[src/rtl/csic_pkg.sv]
`default_nettype none

package csic_pkg;

  localparam int unsigned NPiece      = 7;
  localparam int unsigned NOrientDig  = 6;
  localparam int unsigned NPermCell   = 6;
  localparam int unsigned NCell       = 12;
  localparam int unsigned SlotW       = 4;
  localparam int unsigned IndexW      = 22;
  localparam int unsigned PermW       = 21;
  localparam int unsigned OrientW     = 14;
  localparam logic [IndexW-1:0] IndexLimit = 22'd3674160;

  typedef enum logic {
    FuncEncode = 1'b0,
    FuncDecode = 1'b1
  } csic_func_e;

  typedef struct packed {
    logic               func;
    logic [PermW-1:0]   perm_in;
    logic [OrientW-1:0] orient_in;
    logic [IndexW-1:0]  index_in;
  } csic_in_t;

  typedef struct packed {
    logic [IndexW-1:0]  index_out;
    logic [PermW-1:0]   perm_out;
    logic [OrientW-1:0] orient_out;
    logic               bad_index;
  } csic_out_t;

  // Working item that travels down the cell chain.
  typedef struct packed {
    csic_func_e        func;
    logic              bad;
    logic [IndexW-1:0] acc;
    logic [6:0][2:0]   perm;
    logic [6:0][2:0]   inv;
    logic [5:0][1:0]   orient;
    logic [1:0]        omod;
  } csic_cell_t;

  // Place value of each cell's digit in the mixed-radix index. The first six
  // cells carry permutation digits for k = 6 down to 1 (weight 729 * k!), the
  // last six carry the base-3 orientation digits of pieces 0 to 5.
  function automatic logic [21:0] csic_weight(input logic [SlotW-1:0] slot);
    logic [21:0] w;
    unique case (slot)
      4'd0:    w = 22'd524880;
      4'd1:    w = 22'd87480;
      4'd2:    w = 22'd17496;
      4'd3:    w = 22'd4374;
      4'd4:    w = 22'd1458;
      4'd5:    w = 22'd729;
      4'd6:    w = 22'd243;
      4'd7:    w = 22'd81;
      4'd8:    w = 22'd27;
      4'd9:    w = 22'd9;
      4'd10:   w = 22'd3;
      4'd11:   w = 22'd1;
      default: w = 22'd1;
    endcase
    return w;
  endfunction

  function automatic logic [2:0] csic_max_digit(input logic [SlotW-1:0] slot);
    logic [2:0] m;
    unique case (slot)
      4'd0:    m = 3'd6;
      4'd1:    m = 3'd5;
      4'd2:    m = 3'd4;
      4'd3:    m = 3'd3;
      4'd4:    m = 3'd2;
      4'd5:    m = 3'd1;
      default: m = 3'd2;
    endcase
    return m;
  endfunction

endpackage

`default_nettype wire

[src/rtl/csic_load.sv]
`default_nettype none

module csic_load (
  input  csic_pkg::csic_in_t   item_i,
  output csic_pkg::csic_cell_t cell_o
);

  always_comb begin
    logic [6:0] found;
    logic [2:0] pos;
    logic [1:0] dig;
    cell_o = '0;
    found  = '0;
    pos    = '0;
    dig    = '0;
    if (item_i.func == csic_pkg::FuncEncode) begin
      cell_o.func = csic_pkg::FuncEncode;
      cell_o.acc  = '0;
      for (int k = 0; k < csic_pkg::NPiece; k++) begin
        pos = item_i.perm_in[3*k +: 3];
        cell_o.perm[k] = pos;
        for (int v = 0; v < csic_pkg::NPiece; v++) begin
          if (pos == 3'(v)) begin
            found[v]     = 1'b1;
            cell_o.inv[v] = 3'(k);
          end
        end
      end
      // Any position of 7 or any repeat leaves a hole in the found mask.
      cell_o.bad = ~&found;
      for (int k = 0; k < csic_pkg::NOrientDig; k++) begin
        dig = item_i.orient_in[2*k +: 2];
        cell_o.orient[k] = (dig == 2'd3) ? 2'd0 : dig;
      end
    end else begin
      cell_o.func = csic_pkg::FuncDecode;
      cell_o.acc  = item_i.index_in;
      cell_o.bad  = (item_i.index_in >= csic_pkg::IndexLimit);
      for (int k = 0; k < csic_pkg::NPiece; k++) begin
        cell_o.perm[k] = 3'(k);
        cell_o.inv[k]  = 3'(k);
      end
    end
  end

endmodule

`default_nettype wire

[src/rtl/csic_cell.sv]
`default_nettype none

module csic_cell (
  input  logic                 clk_i,
  input  logic                 rst_ni,
  input  logic [3:0]           slot_i,
  input  logic                 valid_i,
  input  csic_pkg::csic_cell_t cell_i,
  output logic                 valid_o,
  output csic_pkg::csic_cell_t cell_o
);

  logic                 valid_q;
  csic_pkg::csic_cell_t cell_d, cell_q;

  always_comb begin
    logic [21:0] w;
    logic [21:0] cand;
    logic [21:0] acc_dec;
    logic [2:0]  m;
    logic [2:0]  pk;
    logic [2:0]  oj;
    logic [2:0]  dig;
    logic [2:0]  jpos;
    logic [2:0]  msum;
    logic        is_perm;
    w       = csic_pkg::csic_weight(slot_i);
    m       = csic_pkg::csic_max_digit(slot_i);
    is_perm = (slot_i < 4'(csic_pkg::NPermCell));
    pk      = 3'(4'(csic_pkg::NPiece - 1) - slot_i);
    oj      = 3'(slot_i - 4'(csic_pkg::NPermCell));
    cell_d  = cell_i;
    jpos    = '0;
    msum    = '0;
    cand    = '0;

    // Decode: largest digit whose multiple of the weight still fits.
    dig     = '0;
    acc_dec = cell_i.acc;
    for (int s = 1; s < csic_pkg::NPiece; s++) begin
      cand = 22'(s) * w;
      if ((3'(s) <= m) && (cell_i.acc >= cand)) begin
        dig     = 3'(s);
        acc_dec = cell_i.acc - cand;
      end
    end

    if (!cell_i.bad) begin
      if (cell_i.func == csic_pkg::FuncEncode) begin
        if (is_perm) begin
          // Move value k into place k, keeping the inverse table in step.
          dig  = cell_i.perm[pk];
          jpos = cell_i.inv[pk];
          cell_d.perm[pk]  = cell_i.perm[jpos];
          cell_d.perm[jpos] = dig;
          cell_d.inv[pk]   = cell_i.inv[dig];
          cell_d.inv[dig]  = jpos;
        end else begin
          dig = {1'b0, cell_i.orient[oj]};
        end
        cell_d.acc = cell_i.acc + 22'(dig) * w;
      end else begin
        cell_d.acc = acc_dec;
        if (is_perm) begin
          cell_d.perm[pk]  = cell_i.perm[dig];
          cell_d.perm[dig] = cell_i.perm[pk];
        end else begin
          cell_d.orient[oj] = dig[1:0];
          msum = 3'(cell_i.omod) + dig;
          cell_d.omod = (msum >= 3'd3) ? 2'(msum - 3'd3) : msum[1:0];
        end
      end
    end
  end

  always_ff @(posedge clk_i or negedge rst_ni) begin
    if (!rst_ni) begin
      valid_q <= 1'b0;
    end else begin
      valid_q <= valid_i;
    end
  end

  always_ff @(posedge clk_i) begin
    cell_q <= cell_d;
  end

  assign valid_o = valid_q;
  assign cell_o  = cell_q;

endmodule

`default_nettype wire

[src/rtl/csic_pack.sv]
`default_nettype none

module csic_pack (
  input  logic                 clk_i,
  input  logic                 rst_ni,
  input  logic                 valid_i,
  input  csic_pkg::csic_cell_t cell_i,
  output logic                 done_o,
  output csic_pkg::csic_out_t  result_o
);

  logic                done_q;
  csic_pkg::csic_out_t result_d, result_q;

  always_comb begin
    logic       is_enc;
    logic [1:0] last;
    is_enc = (cell_i.func == csic_pkg::FuncEncode);
    // The seventh orientation brings the sum back to zero mod 3.
    case (cell_i.omod)
      2'd1:    last = 2'd2;
      2'd2:    last = 2'd1;
      default: last = 2'd0;
    endcase
    result_d.bad_index  = cell_i.bad;
    result_d.index_out  = (is_enc && !cell_i.bad) ? cell_i.acc : '0;
    result_d.perm_out   = (!is_enc && !cell_i.bad) ? cell_i.perm : '0;
    result_d.orient_out = (!is_enc && !cell_i.bad) ? {last, cell_i.orient} : '0;
  end

  always_ff @(posedge clk_i or negedge rst_ni) begin
    if (!rst_ni) begin
      done_q <= 1'b0;
    end else begin
      done_q <= valid_i;
    end
  end

  always_ff @(posedge clk_i) begin
    result_q <= result_d;
  end

  assign done_o   = done_q;
  assign result_o = result_q;

endmodule

`default_nettype wire

[src/rtl/cube_state_index_codec.sv]
`default_nettype none

// Channel   Handshake          Payload
// -------   ----------------   ------------------------------------------
// request   start_i / busy_o   item_i   (func, perm_in, orient_in, index_in)
// result    done_o (strobe)    result_o (index_out, perm_out, orient_out,
//                                        bad_index)
//
// One item is accepted per clock cycle; busy_o never rises.
// The accepting edge loads the first of thirteen registers (twelve digit
// cells and the output register); an item passes through them in order and
// its result is then shown on result_o.
// Reset clears only the valid bits of the cells and the done strobe.
// The receiver cannot stall; done_o pulses for exactly one cycle per item.

module cube_state_index_codec (
  input  logic                clk_i,
  input  logic                rst_ni,
  input  logic                start_i,
  output logic                busy_o,
  input  csic_pkg::csic_in_t  item_i,
  output logic                done_o,
  output csic_pkg::csic_out_t result_o
);

  // The index is one mixed-radix number: six permutation digits with weights
  // 729 * k! (k = 6 down to 1) followed by six base-3 orientation digits.
  // Each cell owns one digit. On encode it adds digit times weight to the
  // running index; on decode it peels off its digit by comparing against the
  // multiples of its weight and subtracting. The permutation cells also swap
  // entries of the carried permutation, and on encode of the inverse table.

  logic                 chain_valid [csic_pkg::NCell+1];
  csic_pkg::csic_cell_t chain_data  [csic_pkg::NCell+1];

  // The block is fully pipelined, so it never pushes back.
  assign busy_o = 1'b0;

  assign chain_valid[0] = start_i && !busy_o;

  csic_load u_load (
    .item_i (item_i),
    .cell_o (chain_data[0])
  );

  for (genvar g = 0; g < csic_pkg::NCell; g++) begin : g_cell
    csic_cell u_cell (
      .clk_i   (clk_i),
      .rst_ni  (rst_ni),
      .slot_i  (4'(g)),
      .valid_i (chain_valid[g]),
      .cell_i  (chain_data[g]),
      .valid_o (chain_valid[g+1]),
      .cell_o  (chain_data[g+1])
    );
  end

  csic_pack u_pack (
    .clk_i    (clk_i),
    .rst_ni   (rst_ni),
    .valid_i  (chain_valid[csic_pkg::NCell]),
    .cell_i   (chain_data[csic_pkg::NCell]),
    .done_o   (done_o),
    .result_o (result_o)
  );

endmodule

`default_nettype wire

[config.mk]
export PLATFORM = sky130hd
export DESIGN_NAME = cube_state_index_codec
export DESIGN_NICKNAME = d
export VERILOG_FILES = /design/src/rtl/csic_pkg.sv /design/src/rtl/csic_load.sv /design/src/rtl/csic_cell.sv /design/src/rtl/csic_pack.sv /design/src/rtl/cube_state_index_codec.sv
export SDC_FILE = /design/constraint.sdc
export NUM_CORES = 2
export LEC_CHECK = 0
export ABC_AREA = 1
export BUFFER_PORTS_ARGS = -buffer_cell sky130_fd_sc_hd__buf_2
export CAP_MARGIN = 20
export CORE_MARGIN = 2
export CORE_UTILIZATION = 50
export CTS_CLUSTER_DIAMETER = 150
export CTS_CLUSTER_SIZE = 10
export DETAILED_ROUTE_END_ITERATION = 12
export HOLD_SLACK_MARGIN = 0.12
export PLACE_DENSITY = 0.7
export SYNTH_ARGS = -nofsm -noshare
export SYNTH_HDL_FRONTEND = slang
export SYNTH_MEMORY_MAX_BITS = 65536
export SYNTH_SLANG_ARGS = --single-unit
[constraint.sdc]
create_clock -name clk_i -period 4.66 [get_ports clk_i]
set_clock_uncertainty 0.1 [all_clocks]
set_input_delay 0 -clock clk_i [delete_from_list [all_inputs] [get_ports clk_i]]
set_output_delay 0 -clock clk_i [all_outputs]
set_load 0.02 [all_outputs]
==> reports/metrics.cfg <==
[sta]
finalSetupViolations=0
tightest_slew_ns=1.06
max_freq_ghz=0.229
worst_hold_slack_ns=0.124
period_share_pct=93.8
fin_tns_setup_ns=0
rsz0062_at_grt=false
slew_viol_final=0
fin_ws_ns=0.288
finalHoldViolations=0
min_period_ns=4.37
slew_headroom_pct=29.3

[routing]
highest_layer=met5
viasPerCell=5.64
vias=46700
first_iter_violations=5321
wl_um=144000
wl_met1_um=62400
drc_errors=0
wl_met3_um=11100
antenna_left=0
dr.pass1.iters=9
wl_per_cell_um=17.4
wl_met2_um=64900

[power]
total_power_w=0.0288
power_density_mw_per_mm2=538
combPwrFrac_pct=41.4
p_leak_nw=24.9
p_seq_share_pct=36.9
p_sw_w=0.0123
swShare_pct=42.8
intPower_w=0.0164
p_clk_share_pct=21.7
peakVddDrop_mv=0.344

[clocking]
htree_levels=3
cts.sinks=812
clkTransAtPathRegs_ns=0.06
cts_tree=yes
clockBufferDepth=3
numCtsBuffers=91
cts-root-buf=clkbuf_16
clk_latency_ns=0.70

[critical_path]
cp-end-kind=register
path_buf_inv=7
crit_chain=dlygate4sd3_1, buf_6, buf_6, nand2_2, inv_1, ha_1, nand2_1, nor2_1, nand3_1, nand3_2, inv_1, nor2_4, nand3_1, nand2_1, a21boi_1, o21ai_1, a21oi_1, dlygate4sd3_1, nor2_1, dlygate4sd3_1
critPathMaxFanout=36
crit_type=input port to register
cp_slowest_stage_delay_ns=0.57
cp_top_family=buffers and inverters
cp.required_ns=5.16
cp_slowest_cell=dlygate4sd3_1
crit_top_cell=dlygate4sd3_1
cp-start-kind=input port
worstPathArrival_ns=4.87

[cells_and_area]
finalNetCount=7403
layout_common_cells=1320 x nand2_1, 822 x inv_1, 799 x dfxtp_1
antenna_cells=0
area_growth_pct=11.5
layout_commonest_cell=nand2_1
final_cells=8284
drive_gt1_share_pct=5.98

[floorplan]
num_rows=113
die-area_mm2=0.0984
io_pins=121
start_util_pct=50.5
core-area_mm2=0.0950
die_w_um=314
die_h_um=314

[synthesis]
syn_inst=6814
syn_area_mm2=0.0480
yosysWarnings=0
synth_edf_count=0
ys.flop_type=dfxtp_1
ys_seq_area_share_pct=34.0
avgSynthCellArea_um2=7.04
synthArstFlopShare_pct=1.60
synth_cell_types=76
ys_ff_latch=812

[global_route]
grt_pass1_wl_um=229000
antenna_found_initial=2
grt_max_degree=52
grt_use_total_pct=28.5
grt_pass1_vias=43600
overflow=0

[placement]
pre_cts_slack_ns=0.724
portBuffers=117
dpl.cell_count=8051
hpwlAfterDp_um=109000
gp_congestion=0.969

[min_path]
hp-class=input port to register

[run]
drv_cap=0

[status]
status=completed

[path summary, 6_finish.rpt]
path	start	endpoint	slack (ns)	depth (start not counted)
setup / recovery	item_i[57]	g_cell[0].u_cell.cell_o[70]	0.29	20
hold / removal	item_i[57]	g_cell[0].u_cell.cell_o[79]	0.12	2
setup reg to reg	g_cell[0].u_cell.cell_o[52]	g_cell[1].u_cell.cell_o[70]	0.67	17
hold reg to reg	g_cell[6].u_cell.cell_o[11]	g_cell[7].u_cell.cell_o[11]	0.20	0
max in group asynchronous	rst_ni	g_cell[6].u_cell.valid_o	3.77	3
min in group asynchronous	rst_ni	g_cell[7].u_cell.valid_o	0.31	3
[power groups by stage]
stage	Clock (W)	Combinational [W]	Sequential (W)
global route	0.00668	0.0135	0.0108
finish	0.00625	0.0119	0.0106
CTS	0.00642	0.0117	0.0106
floorplan	0	0.00915	0.00981
detailed placement	0	0.0115	0.0107
global placement	0	0.0113	0.0107
[cells in the mapped netlist, types with 29 or more instances]
| library cell | count | area [µm²] |
|---|---|---|
| o21ai_0 | 602 | 3010 |
| nor2_1 | 689 | 2590 |
| nand2_1 | 1320 | 4950 |
| nor3_1 | 116 | 581 |
| fa_1 | 46 | 921 |
| nand4_1 | 83 | 519 |
| a21oi_1 | 520 | 2600 |
| inv_1 | 822 | 3090 |
| buf_2 | 53 | 265 |
| clkbuf_1 | 135 | 507 |
| xor2_1 | 185 | 1620 |
| inv_2 | 32 | 120 |
| a31oi_1 | 119 | 744 |
| nand3_1 | 371 | 1860 |
| ha_1 | 286 | 3580 |
| o22ai_1 | 46 | 288 |
| xnor2_1 | 45 | 394 |
| o21ai_1 | 29 | 145 |
| a22oi_1 | 50 | 375 |
| dfxtp_1 | 799 | 16000 |
| nor4_1 | 32 | 200 |
| o211ai_1 | 76 | 571 |
[kinds of logic (layout without fill, tap and decap cells)]
group | Yosys count | after routing | synth area share, %
compound gates | 1616 | 1616 | 19.2
xor+xnor | 230 | 230 | 4.20
fa+ha+maj | 332 | 332 | 9.38
buf+inv | 1088 | 1290 | 8.88
flops | 812 | 812 | 34.0
mux | 4 | 4 | 0.0835
other cells | 1 | 4 | 0.00782
simple gates | 2731 | 2731 | 24.2
[cell type report]
class / instances / area [µm²]
fill: 9021 / 41500
multi-input combinational: 4917 / 27400
sequential: 812 / 16300
inverter: 869 / 3260
timing repair buffer: 319 / 2440
clock buffer: 94 / 2290
tap: 1265 / 1580
clock inverter: 8 / 188
[through the flow]
step | instance area [µm²] | utilization [%]
after CTS | 53500 | 56.3
after global placement | 49700 | 52.3
after detailed placement | 49700 | 52.3
after floorplan | 48000 | -
after global routing | 53500 | 56.3
final | 53500 | 56.3
[sequential cells by signal, summed over array words and instances (netlist names)]
name                   flops
g_cell.u_cell.valid_o     12
u_pack.result_o           58
g_cell.u_cell.cell_o     741
u_pack.done_o              1
[timing repair]
item / CTS / global route
hold buffers: 130 / 0
buffers inserted: 0 / 0
hold endpoints to repair: 85 / 0
gates resized for setup: 0 / 2
endpoints found under the setup margin: 0 / 3
[layer usage]
layer / vias up / track usage, %
met3: 349 / 3.59
li1: 23100 / -
met2: 2073 / 46.6
met4: 2 / 11.7
met5: - / 0
met1: 21200 / 38.1
No activity file was read; power rests on OpenSTA's default activity.
